### config.mk
export PLATFORM = sky130hd
export DESIGN_NAME = rate_limit_median_average_filter_core
export DESIGN_NICKNAME = d
export VERILOG_FILES = /design/src/hw/rtl/rlmaf_pkg.sv /design/src/hw/rtl/rlmaf_regs.sv /design/src/hw/rtl/rlmaf_div.sv /design/src/hw/rtl/rlmaf_ctrl.sv /design/src/hw/rtl/rlmaf_datapath.sv /design/src/hw/rtl/rate_limit_median_average_filter_core.sv
export SDC_FILE = /design/constraint.sdc
export NUM_CORES = 1
export LEC_CHECK = 0
export ABC_CLOCK_PERIOD_IN_PS = 14300
export BUFFER_PORTS_ARGS = -buffer_cell sky130_fd_sc_hd__buf_2
export CAP_MARGIN = 20
export CELL_PAD_IN_SITES_DETAIL_PLACEMENT = 1
export CELL_PAD_IN_SITES_GLOBAL_PLACEMENT = 2
export CORE_MARGIN = 5
export CORE_UTILIZATION = 43
export DETAILED_ROUTE_END_ITERATION = 12
export PLACE_DENSITY = 0.89
export SYNTH_ARGS = -nofsm -noshare
export SYNTH_HDL_FRONTEND = slang
export SYNTH_SLANG_ARGS = --single-unit
export TNS_END_PERCENT = 20
### constraint.sdc
create_clock -name clk -period 14.3 [get_ports clk]
set_input_delay 2.86 -clock clk [delete_from_list [all_inputs] [get_ports clk]]
set_output_delay 2.86 -clock clk [all_outputs]
set_load 0.1 [all_outputs]
### src/hw/rtl/rlmaf_pkg.sv
// shared constants, types and controller codes for the slew limit, median and average filter
package rlmaf_pkg;

  localparam int AVG_DEPTH    = 16;
  localparam int MED_DEPTH    = 8;
  localparam int SAMPLE_WIDTH = 16;

  localparam int AVG_IDX_W = (AVG_DEPTH > 1) ? $clog2(AVG_DEPTH) : 1;
  localparam int MED_IDX_W = (MED_DEPTH > 1) ? $clog2(MED_DEPTH) : 1;
  localparam int AVG_LEN_W = $clog2(AVG_DEPTH + 1);
  localparam int MED_LEN_W = $clog2(MED_DEPTH + 1);
  localparam int SUM_W     = SAMPLE_WIDTH + $clog2(AVG_DEPTH);
  localparam int MAG_W     = SUM_W;
  localparam int DIV_CNT_W = $clog2(MAG_W);

  // register fields
  localparam int AVG_LEN_FW = 5;
  localparam int MED_LEN_FW = 4;
  localparam int STEP_FW    = 15;
  localparam int TRUST_FW   = 16;

  localparam logic [AVG_LEN_FW-1:0]      AVG_LEN_RST    = 5'd10;
  localparam logic [MED_LEN_FW-1:0]      MED_LEN_RST    = 4'd5;
  localparam logic [STEP_FW-1:0]         STEP_RST       = 15'd8;
  localparam logic signed [TRUST_FW-1:0] TRUST_LOW_RST  = 16'sd0;
  localparam logic signed [TRUST_FW-1:0] TRUST_HIGH_RST = 16'sd3680;

  localparam int CFG_ADDR_W = 5;
  localparam int CFG_DATA_W = 32;
  localparam int CFG_IDX_W  = CFG_ADDR_W - 2;

  localparam logic [CFG_IDX_W-1:0] REG_AVG_LEN    = 3'd0;
  localparam logic [CFG_IDX_W-1:0] REG_MED_LEN    = 3'd1;
  localparam logic [CFG_IDX_W-1:0] REG_STEP_LIMIT = 3'd2;
  localparam logic [CFG_IDX_W-1:0] REG_TRUST_LOW  = 3'd3;
  localparam logic [CFG_IDX_W-1:0] REG_TRUST_HIGH = 3'd4;

  typedef logic signed [SAMPLE_WIDTH-1:0] val_t;

  typedef enum logic [2:0] {
    ST_IDLE,
    ST_MEDIAN,
    ST_SUM,
    ST_START,
    ST_DIV,
    ST_OUT
  } state_t;

  typedef struct packed {
    logic [AVG_LEN_W-1:0]      avg_len;
    logic [MED_LEN_W-1:0]      med_len;
    logic [STEP_FW-1:0]        step_limit;
    logic signed [TRUST_FW-1:0] trust_low;
    logic signed [TRUST_FW-1:0] trust_high;
    logic                      clear;
  } cfg_t;

  typedef struct packed {
    logic load;
    logic med_next;
    logic avg_write;
    logic sum_step;
    logic div_start;
    logic out_load;
  } cmd_t;

  typedef struct packed {
    logic med_found;
    logic sum_last;
    logic div_done;
  } status_t;

endpackage

### src/hw/rtl/rlmaf_regs.sv
// configuration registers behind the apb-style port
module rlmaf_regs (
  input  logic                                clk,
  input  logic                                rst,
  input  logic                                psel,
  input  logic                                penable,
  input  logic                                pwrite,
  input  logic [rlmaf_pkg::CFG_ADDR_W-1:0]    paddr,
  input  logic [rlmaf_pkg::CFG_DATA_W-1:0]    pwdata,
  output logic [rlmaf_pkg::CFG_DATA_W-1:0]    prdata,
  output logic                                pready,
  output rlmaf_pkg::cfg_t                     cfg
);
  import rlmaf_pkg::*;

  logic [AVG_LEN_FW-1:0]      avg_len;
  logic [MED_LEN_FW-1:0]      med_len;
  logic [STEP_FW-1:0]         step_limit;
  logic signed [TRUST_FW-1:0] trust_low;
  logic signed [TRUST_FW-1:0] trust_high;
  logic [CFG_IDX_W-1:0]       idx;
  logic                       wr;

  assign idx    = paddr[CFG_ADDR_W-1:2];
  assign wr     = psel && penable && pwrite;
  assign pready = 1'b1;

  always_ff @(posedge clk) begin
    if (rst) begin
      avg_len    <= AVG_LEN_RST;
      med_len    <= MED_LEN_RST;
      step_limit <= STEP_RST;
      trust_low  <= TRUST_LOW_RST;
      trust_high <= TRUST_HIGH_RST;
    end else if (wr) begin
      case (idx)
        REG_AVG_LEN:    avg_len    <= pwdata[AVG_LEN_FW-1:0];
        REG_MED_LEN:    med_len    <= pwdata[MED_LEN_FW-1:0];
        REG_STEP_LIMIT: step_limit <= pwdata[STEP_FW-1:0];
        REG_TRUST_LOW:  trust_low  <= pwdata[TRUST_FW-1:0];
        REG_TRUST_HIGH: trust_high <= pwdata[TRUST_FW-1:0];
        default: ;
      endcase
    end
  end

  always_comb begin
    case (idx)
      REG_AVG_LEN:    prdata = CFG_DATA_W'(avg_len);
      REG_MED_LEN:    prdata = CFG_DATA_W'(med_len);
      REG_STEP_LIMIT: prdata = CFG_DATA_W'(step_limit);
      REG_TRUST_LOW:  prdata = CFG_DATA_W'($unsigned(trust_low));
      REG_TRUST_HIGH: prdata = CFG_DATA_W'($unsigned(trust_high));
      default:        prdata = '0;
    endcase
  end

  // zero or oversized lengths fall back to the full ring
  always_comb begin
    cfg.avg_len    = (avg_len == '0 || int'(avg_len) > AVG_DEPTH) ?
                     AVG_LEN_W'(AVG_DEPTH) : AVG_LEN_W'(avg_len);
    cfg.med_len    = (med_len == '0 || int'(med_len) > MED_DEPTH) ?
                     MED_LEN_W'(MED_DEPTH) : MED_LEN_W'(med_len);
    cfg.step_limit = step_limit;
    cfg.trust_low  = trust_low;
    cfg.trust_high = trust_high;
    cfg.clear      = wr && (idx == REG_AVG_LEN || idx == REG_MED_LEN);
  end

endmodule

### src/hw/rtl/rlmaf_div.sv
// bit-serial signed divider, truncating toward zero, one quotient bit a cycle
module rlmaf_div (
  input  logic                                clk,
  input  logic                                rst,
  input  logic                                start,
  input  logic signed [rlmaf_pkg::SUM_W-1:0]  dividend,
  input  logic [rlmaf_pkg::AVG_LEN_W-1:0]     divisor,
  output logic                                done,
  output rlmaf_pkg::val_t                     quotient
);
  import rlmaf_pkg::*;

  logic                 busy;
  logic                 neg;
  logic [DIV_CNT_W-1:0] cnt;
  logic [MAG_W-1:0]     mag;
  logic [AVG_LEN_W-1:0] rem;
  logic [AVG_LEN_W:0]   rem_sh;
  logic                 fits;
  logic [MAG_W-1:0]     q_signed;

  assign rem_sh   = {rem, mag[MAG_W-1]};
  assign fits     = rem_sh >= {1'b0, divisor};
  assign q_signed = neg ? (-mag) : mag;
  assign quotient = q_signed[SAMPLE_WIDTH-1:0];

  always_ff @(posedge clk) begin
    if (rst) begin
      busy <= 1'b0;
      done <= 1'b0;
    end else begin
      done <= 1'b0;
      if (start) begin
        busy <= 1'b1;
      end else if (busy && cnt == DIV_CNT_W'(MAG_W - 1)) begin
        busy <= 1'b0;
        done <= 1'b1;
      end
    end
  end

  // mag holds the remaining dividend bits and collects the quotient from the bottom
  always_ff @(posedge clk) begin
    if (start) begin
      neg <= dividend[SUM_W-1];
      mag <= dividend[SUM_W-1] ? $unsigned(-dividend) : $unsigned(dividend);
      rem <= '0;
      cnt <= '0;
    end else if (busy) begin
      rem <= fits ? AVG_LEN_W'(rem_sh - {1'b0, divisor}) : rem_sh[AVG_LEN_W-1:0];
      mag <= {mag[MAG_W-2:0], fits};
      cnt <= cnt + 1'b1;
    end
  end

endmodule

### src/hw/rtl/rlmaf_ctrl.sv
// sequencer: accepts a request, steps median search, ring sum and divide, loads the result
module rlmaf_ctrl (
  input  logic                 clk,
  input  logic                 rst,
  input  logic                 in_valid,
  output logic                 in_stall,
  output logic                 out_valid,
  input  logic                 out_stall,
  input  rlmaf_pkg::status_t   status,
  output rlmaf_pkg::cmd_t      cmd
);
  import rlmaf_pkg::*;

  state_t state, state_next;

  assign in_stall = (state != ST_IDLE);

  always_ff @(posedge clk) begin
    if (rst) begin
      state     <= ST_IDLE;
      out_valid <= 1'b0;
    end else begin
      state <= state_next;
      if (cmd.out_load) begin
        out_valid <= 1'b1;
      end else if (!out_stall) begin
        out_valid <= 1'b0;
      end
    end
  end

  always_comb begin
    state_next = state;
    cmd        = '0;
    case (state)
      ST_IDLE: begin
        if (in_valid) begin
          cmd.load   = 1'b1;
          state_next = ST_MEDIAN;
        end
      end
      ST_MEDIAN: begin
        if (status.med_found) begin
          cmd.avg_write = 1'b1;
          state_next    = ST_SUM;
        end else begin
          cmd.med_next = 1'b1;
        end
      end
      ST_SUM: begin
        cmd.sum_step = 1'b1;
        if (status.sum_last) state_next = ST_START;
      end
      ST_START: begin
        cmd.div_start = 1'b1;
        state_next    = ST_DIV;
      end
      ST_DIV: begin
        if (status.div_done) state_next = ST_OUT;
      end
      ST_OUT: begin
        // wait until the previous result has left the output register
        if (!out_valid || !out_stall) begin
          cmd.out_load = 1'b1;
          state_next   = ST_IDLE;
        end
      end
      default: state_next = ST_IDLE;
    endcase
  end

endmodule

### src/hw/rtl/rlmaf_datapath.sv
// slew limiter, median ring with rank search, average ring with serial sum, output register
module rlmaf_datapath (
  input  logic                 clk,
  input  logic                 rst,
  input  rlmaf_pkg::cfg_t      cfg,
  input  rlmaf_pkg::cmd_t      cmd,
  output rlmaf_pkg::status_t   status,
  input  rlmaf_pkg::val_t      sample,
  output rlmaf_pkg::val_t      filtered,
  output rlmaf_pkg::val_t      limited,
  output logic                 primed
);
  import rlmaf_pkg::*;

  logic                    primed_flag;
  val_t                    prev_val;
  val_t                    med_ring [MED_DEPTH];
  logic [MED_IDX_W-1:0]    med_pos;
  val_t                    avg_ring [AVG_DEPTH];
  logic [AVG_IDX_W-1:0]    avg_pos;

  logic [MED_IDX_W-1:0]    cand_idx;
  logic [AVG_IDX_W-1:0]    sum_idx;
  logic signed [SUM_W-1:0] acc;
  val_t                    lim_r;

  logic                    prime;
  logic signed [SAMPLE_WIDTH+1:0] diff;
  logic signed [SAMPLE_WIDTH+1:0] step_x;
  val_t                    lim;
  logic [MED_IDX_W-1:0]    wpos;
  logic                    wpos_last;
  logic                    avg_pos_last;

  val_t                    cand;
  logic [MED_LEN_W-1:0]    less_cnt;
  logic [MED_LEN_W-1:0]    leq_cnt;
  logic [MED_LEN_W-1:0]    mid;

  logic                    div_done;
  val_t                    quotient;

  // slew limiter
  always_comb begin
    prime  = !primed_flag && (sample > cfg.trust_low) && (sample < cfg.trust_high);
    diff   = (SAMPLE_WIDTH+2)'(sample) - (SAMPLE_WIDTH+2)'(prev_val);
    step_x = (SAMPLE_WIDTH+2)'(cfg.step_limit);
    if (prime) begin
      lim = sample;
    end else if (!primed_flag) begin
      lim = prev_val;
    end else if (diff > step_x) begin
      lim = val_t'((SAMPLE_WIDTH+2)'(prev_val) + step_x);
    end else if (diff < -step_x) begin
      lim = val_t'((SAMPLE_WIDTH+2)'(prev_val) - step_x);
    end else begin
      lim = sample;
    end
    wpos         = prime ? '0 : med_pos;
    wpos_last    = (MED_LEN_W'(wpos) == cfg.med_len - MED_LEN_W'(1));
    avg_pos_last = (AVG_LEN_W'(avg_pos) == cfg.avg_len - AVG_LEN_W'(1));
  end

  // rank of the current candidate against every live median entry
  always_comb begin
    cand     = med_ring[cand_idx];
    less_cnt = '0;
    leq_cnt  = '0;
    for (int j = 0; j < MED_DEPTH; j++) begin
      if (MED_LEN_W'(j) < cfg.med_len) begin
        if (med_ring[j] < cand)  less_cnt = less_cnt + MED_LEN_W'(1);
        if (med_ring[j] <= cand) leq_cnt  = leq_cnt + MED_LEN_W'(1);
      end
    end
    mid = cfg.med_len >> 1;
    status.med_found = (less_cnt <= mid) && (mid < leq_cnt);
    status.sum_last  = (AVG_LEN_W'(sum_idx) == cfg.avg_len - AVG_LEN_W'(1));
    status.div_done  = div_done;
  end

  // filter state
  always_ff @(posedge clk) begin
    if (rst || cfg.clear) begin
      primed_flag <= 1'b0;
      prev_val    <= '0;
      med_pos     <= '0;
      avg_pos     <= '0;
      for (int i = 0; i < MED_DEPTH; i++) med_ring[i] <= '0;
      for (int i = 0; i < AVG_DEPTH; i++) avg_ring[i] <= '0;
    end else begin
      if (cmd.load) begin
        if (prime) primed_flag <= 1'b1;
        if (prime || primed_flag) prev_val <= lim;
        // a priming sample fills the live part of both rings
        for (int i = 0; i < MED_DEPTH; i++) begin
          if ((prime && MED_LEN_W'(i) < cfg.med_len) || MED_IDX_W'(i) == wpos) begin
            med_ring[i] <= lim;
          end
        end
        med_pos <= wpos_last ? '0 : wpos + 1'b1;
        if (prime) begin
          for (int i = 0; i < AVG_DEPTH; i++) begin
            if (AVG_LEN_W'(i) < cfg.avg_len) avg_ring[i] <= sample;
          end
          avg_pos <= '0;
        end
      end
      if (cmd.avg_write) begin
        avg_ring[avg_pos] <= cand;
        avg_pos <= avg_pos_last ? '0 : avg_pos + 1'b1;
      end
    end
  end

  always_ff @(posedge clk) begin
    if (cmd.load) begin
      lim_r    <= lim;
      cand_idx <= '0;
    end else if (cmd.med_next) begin
      cand_idx <= cand_idx + 1'b1;
    end
    if (cmd.avg_write) begin
      acc     <= '0;
      sum_idx <= '0;
    end else if (cmd.sum_step) begin
      acc     <= acc + SUM_W'(avg_ring[sum_idx]);
      sum_idx <= sum_idx + 1'b1;
    end
    if (cmd.out_load) begin
      filtered <= quotient;
      limited  <= lim_r;
      primed   <= primed_flag;
    end
  end

  rlmaf_div u_div (
    .clk      (clk),
    .rst      (rst),
    .start    (cmd.div_start),
    .dividend (acc),
    .divisor  (cfg.avg_len),
    .done     (div_done),
    .quotient (quotient)
  );

endmodule

### src/hw/rtl/rate_limit_median_average_filter_core.sv
// top level of the slew limit, median and moving average temperature filter
//
// Input channel: sample with in_valid / in_stall; a request is taken at a rising edge
// with in_valid high and in_stall low. Output channel: filtered, limited and primed with
// out_valid / out_stall, one result for every request.
// Configuration goes through the apb-style port (registers at byte address 4*i); the user
// must write it only while the block is idle, which the block itself does not enforce.
// Writing either length clears the filter state. Each request runs through one sequencer:
// a load step (slew limit and ring writes), a rank search over the median ring, a walk
// over the average ring, a divider start and the bit-serial divide, then a load of the
// output register. The next request is taken in the cycle after that load.
// The result waits in the output register while out_stall is high; the next request is
// accepted and processed meanwhile and holds in its final step until the register frees.
// After rst the registers hold their reset values, both rings are zero, the filter is
// unprimed and no result is pending.
module rate_limit_median_average_filter_core (
  input  logic                              clk,
  input  logic                              rst,
  input  logic                              psel,
  input  logic                              penable,
  input  logic                              pwrite,
  input  logic [rlmaf_pkg::CFG_ADDR_W-1:0]  paddr,
  input  logic [rlmaf_pkg::CFG_DATA_W-1:0]  pwdata,
  output logic [rlmaf_pkg::CFG_DATA_W-1:0]  prdata,
  output logic                              pready,
  input  logic                              in_valid,
  output logic                              in_stall,
  input  rlmaf_pkg::val_t                   sample,
  output logic                              out_valid,
  input  logic                              out_stall,
  output rlmaf_pkg::val_t                   filtered,
  output rlmaf_pkg::val_t                   limited,
  output logic                              primed
);
  import rlmaf_pkg::*;

  cfg_t    cfg;
  cmd_t    cmd;
  status_t status;

  rlmaf_regs u_regs (
    .clk     (clk),
    .rst     (rst),
    .psel    (psel),
    .penable (penable),
    .pwrite  (pwrite),
    .paddr   (paddr),
    .pwdata  (pwdata),
    .prdata  (prdata),
    .pready  (pready),
    .cfg     (cfg)
  );

  rlmaf_ctrl u_ctrl (
    .clk       (clk),
    .rst       (rst),
    .in_valid  (in_valid),
    .in_stall  (in_stall),
    .out_valid (out_valid),
    .out_stall (out_stall),
    .status    (status),
    .cmd       (cmd)
  );

  rlmaf_datapath u_dp (
    .clk      (clk),
    .rst      (rst),
    .cfg      (cfg),
    .cmd      (cmd),
    .status   (status),
    .sample   (sample),
    .filtered (filtered),
    .limited  (limited),
    .primed   (primed)
  );

endmodule
======== Word level (Yosys, flattened, before mapping) ========
Memory sizes are Yosys's and may differ from the RTL's. A register that Yosys moved wholly into a read port is not among the register bits.
Index checks and enable logic that the tools add are counted.
storage, ports and cells
  flip-flop bits (word level) ............. 193
  bits in latches ......................... 0
  bits in writable memories ............... 384
  ROM bits ................................ 0
  word-level logic and storage cells ...... 425
  memories ................................ 2
memories
  memory         words  width  rd ports  clocked after memory_dff  write ports  line                  text
  u_dp.avg_ring  16     16     1         1                         16           rlmaf_datapath.sv:19  val_t avg_ring [AVG_DEPTH];
  u_dp.med_ring  8      16     9         1                         8            rlmaf_datapath.sv:17  val_t med_ring [MED_DEPTH];
cells by class
  add/subtract/negate cells ............... 29
  multipliers ............................. 0
  divide/modulo/power cells ............... 0
  magnitude comparators ................... 49
  equality and inequality tests ........... 26
  shift operators ......................... 0
  mux-type cells .......................... 218
  bitwise logic cells ..................... 24
  reduce and logical (&&, ||, !) cells .... 53
operator list
  operator               number
  $mux W16               30
  $mux W4                38
  $lt A16 B16 Y1         9
  $mux W1                133
  $le A16 B16 Y1         8
  $pmux W16 S5           1
  $add A4 B1 Y4 const B  16
  $mux W20               3
  $lt A4 B5 Y1 const A   8
  $mux W3                9
  $or A1 B1 Y1           24
  $add A20 B16 Y20       1
  $lt A3 B5 Y1 const A   4
  $neg A20 Y20           1
  $gt A18 B16 Y1         1
  $lt A18 B18 Y1         1
  $neg A15 Y18           1
  $pmux W3 S6            1
  $sub A16 B16 Y17       1
  $add A16 B16 Y16       1
  $gt A16 B16 Y1         1
  $lt A3 B4 Y1 const A   4
  $neg A16 Y16           1
  $reduce_and A2 Y1      8
  other kinds (39)       94

======== Longest topological paths before layout ========
  depth after elaboration ................. 35
  depth in mapped cells ................... 55
  mapped depth without buffers ............ 48

======== Hierarchy ========
Synthesis repeated with hierarchy kept, for this count alone.
second synthesis, totals
  cells, all modules ...................... 3,393
  area total of the unflattened synthesis .. 36,884.1 um2
by module, submodules not included
  module          instances  cells each  area each (um2)  seq. area each (um2)
  rlmaf_datapath  1          2,770       31,245.0         14,163.6
  rlmaf_regs      1          329         2,975.4          1,121.1
  rlmaf_div       1          260         2,376.0          870.8
  rlmaf_ctrl      1          34          287.8            80.1

======== Worst setup path before layout ========
No wires, ideal clock.
  path type ............................... register -> register
  start point ............................. register with a tool-made name
  end point ............................... memory u_dp.avg_ring[2][0] (netlist name) (enable)
  library setup time ...................... 0.411 ns
  arrival time ............................ 10.784 ns
  data required time ...................... 13.889 ns
  path slack .............................. 3.105 ns
  cell stages (with the launch flop) ...... 50
  path buffers ............................ 5
  cells stage by stage .................... dfxtp_1 -> clkbuf_1 -> buf_1 -> mux4_2 -> mux2i_1 -> clkbuf_1 -> ha_1 -> nor2b_1 -> o21a_1 -> o21ai_0 -> nand2b_1 -> a21oi_1 -> nor2b_1 -> o21ai_0 -> nand2b_1 -> a21oi_1 -> o31ai_1 -> a21oi_1 -> (+14 left out) -> inv_1 -> nand2b_1 -> o31a_1 -> ha_1 -> mux2_2 -> ha_1 -> mux2_2 -> ha_1 -> a21oi_1 -> a21oi_1 -> o22ai_1 -> a21boi_1 -> mux2i_1 -> a211oi_2 -> buf_6 -> nand4_4 -> buf_2 -> o21ai_0
RTL lines
  what           line
  end, declared  rlmaf_datapath.sv:19

==> out/metrics.yaml <==
grt_pass1_vias: 29800
cts_tree: "built"
synth-compound-area-share: 0.157
p_leak_nw: 15.9
syn-mean-instance-area_sq_um: 10.9
status: "complete, no violations"
insertion_delay_ns: 0.63
finalCriticalPeriod_ns: 12.02
fin_skew_ns: 0.0245
dr.first_iter.drc_count: 2615
die_h_microns: 303
cts_setup_buffers: 0
maxSlewViolCount: 0
final_cells: 4620
power_density_nw_per_um2: 190
synth_most_common_cell: "edfxtp_1"
ys_seq_area_frac: 0.440
ys_ff_latch: 584
hold_buffers: 0
slowest_stage: "mux2i_4"
synth_top_family_by_area: "compound AO/OA/AOI/OAI gates"
num_rows: 107
yosys.area_share.simple: 0.115
cts.sinks: 584
avgRoutedWirePerCell_microns: 26.7
synth_cells: 3394
port_buffers: 92
cts_resized: 0
cap_violations: 0
whs_ns: 0.414
ir_worst_vdd_mv: 0.368
syn_area_sq_um: 36900
clock-root-buffer: "clkbuf_16"
antenna_cells: 0
drt_pre_antenna_iters: 5
stdcell_area_sq_um: 40800
arrival_ns: 12.32
grt.total_usage: 0.265
ant_nets: 0
endpoint_kind: "flip-flop"
worst_pin_slew_ns: 1.09
min_path_type: "reg -> reg"
cp_common_cell: "ha_1"
cp.required_ns: 14.60
hold_viol: 0
synth_xor_area_frac: 0.0275
fp.dieW_microns: 303
cts_max_path_buffers: 3
slew_headroom: 0.263
synth-adder-area-share: 0.104
io_pins: 128
clkTransAtPathRegs_ns: 0.06
dp_slack_ns: 1.93
synthTopCellsByArea: "edfxtp_1, ha_1, dfxtp_1, mux4_2, mux2i_1"
synthFlopType: "edfxtp_1"
setup_ws_ns: 2.28
gp_congestion: 0.917
synth-edff-count: 454
fin_tns_setup_ns: 0
dr_wl_met3_microns: 9050
numCtsBuffers: 67
htreeDepth: 3
wl_met1_microns: 49500
ys_types: 101
core_sq_um: 85100
synthDominantCellAreaShare: 0.370
clock.fmax_mhz: 83.2
routed.top_layer: "met4"
viasPerCell: 6.31
finalCritPeriodShare: 0.841
synthMuxAreaShare: 0.111
grt_max_degree: 65
startpoint_type: "flip-flop"
cp_max_fo: 34
rsz0062_at_grt: "no"
hpwl_microns: 88000
vias: 29200
nets: 3792
path_class: "reg -> reg"
dieArea_sq_um: 91800
synthArstFlopShare: 0
fillCellCount: 9189
drc: 0
routed_wl_microns: 123000
yosysWarningCount: 0
area_growth_pct: 10.7
r2r_cells: 41
route.met2.wl_microns: 59200
grt_pass1_wl_microns: 186000
antenna_found_initial: 2
netlist_top_cells_count: "edfxtp_1, ha_1, nand2_1"
layout-drive-gt1-share: 0.133
overflow: 0
place_inst: 4496
synth_top_cell_by_area: "edfxtp_1"
holdPathStages: 0
start_util: 0.433
finalSetupViolCount: 0
placed_area_sq_um: 38600
max_stage_delay_ns: 0.80
## cell families (layout without fill, tap and decap cells)
kind of cell,Yosys count,in the layout
xor gates and xnor gates,109,109
AOI/OAI and AO/OA,821,821
adders and majority gates,305,305
muxes,267,267
and+or+nand+nor,902,902
buffers and inverters,404,471
DFF,584,584
other,2,17
## state kept, by name, indices dropped and copies added (netlist names), 4 cells and up, named ones only
register / count
u_dp.sum_idx: 4
u_dp.lim_r: 16
u_dp.u_div.rem: 5
u_regs.med_len: 4
u_dp.u_div.mag: 20
u_regs.step_limit: 15
u_dp.med_ring: 128
u_dp.filtered: 16
u_dp.prev_val: 16
u_dp.avg_pos: 4
u_regs.trust_high: 16
u_dp.acc: 20
u_regs.trust_low: 16
u_dp.avg_ring: 256
u_dp.u_div.cnt: 5
u_dp.limited: 16
u_regs.avg_len: 5
## stage by stage
stage | utilization | total power [mW]
after CTS | 0.479 | 7.75
after global routing | 0.480 | 8.24
after detailed placement | 0.454 | 6.05
after floorplan | - | 4.87
after global placement | 0.454 | 5.91
final | 0.480 | 7.78
## critical path, delay by kind of cell (launching register included)
kind	cells	cell delay [ns]
DFF	1	0.55
AOI/OAI and AO/OA	12	3.33
muxes	3	1.77
xor gates and xnor gates	2	0.32
buffers and inverters	4	1.41
adders and majority gates	8	2.21
and+or+nand+nor	12	2.05
## power by group
part	internal (mW)	total [mW]	switching (mW)	leakage [nW]
Sequential	2.06	2.24	0.180	5.69
Combinational	1.44	3.84	2.40	9.22
Clock	0.946	1.69	0.747	1.02
## metal layers
layer  global-route usage  vias up
met1                0.344    14700
met5                    0        -
met4                0.106        0
met3               0.0390      271
li1                     -    12900
met2                0.447     1198
## final cells by class
| class | instances | area [sq um] | area share |
|---|---|---|---|
| multi-input combinational | 2421 | 19300 | 0.472 |
| tap | 1144 | 1430 | 0.0350 |
| timing repair buffer | 174 | 1130 | 0.0277 |
| clock buffer | 80 | 1770 | 0.0432 |
| sequential | 584 | 16200 | 0.398 |
| clock inverter | 38 | 344 | 0.00842 |
| inverter | 179 | 672 | 0.0164 |
## cell usage in the layout (no fill, tap or decap), types with 16 or more instances in the layout
master and instances:
mux4_2 112, buf_4 76, a221o_1 16, and3_1 25, nand4_1 40, inv_1 174, nand3_1 60, a22oi_1 19
o32ai_1 121, a22o_1 21, ha_1 300, clkbuf_16 68, o221ai_1 18, nor3_1 51, o21a_1 25, conb_1 17
o21bai_1 16, a21o_1 42, a211oi_1 28, o21ai_0 130, o31ai_1 31, o211ai_1 19, xnor2_1 75, and2_1 18
a211o_1 20, nand2b_1 45, buf_2 92, a21oi_1 178, o22ai_1 35, nor2_1 261, dfxtp_1 126, mux2i_1 132
nand2_1 293, xor2_1 30, edfxtp_1 454, or3_1 19, nor2b_1 31
## worst paths after layout
check	startpoint	end	slack, ns
max	flip-flop	u_dp.avg_ring[6][12]	2.28
min reg2reg	u_dp.lim_r[14]	u_dp.limited[14]	0.41
min	u_dp.lim_r[14]	u_dp.limited[14]	0.41
max reg2reg	flip-flop	u_dp.avg_ring[6][12]	2.28
(Power assumes the default switching activity.)
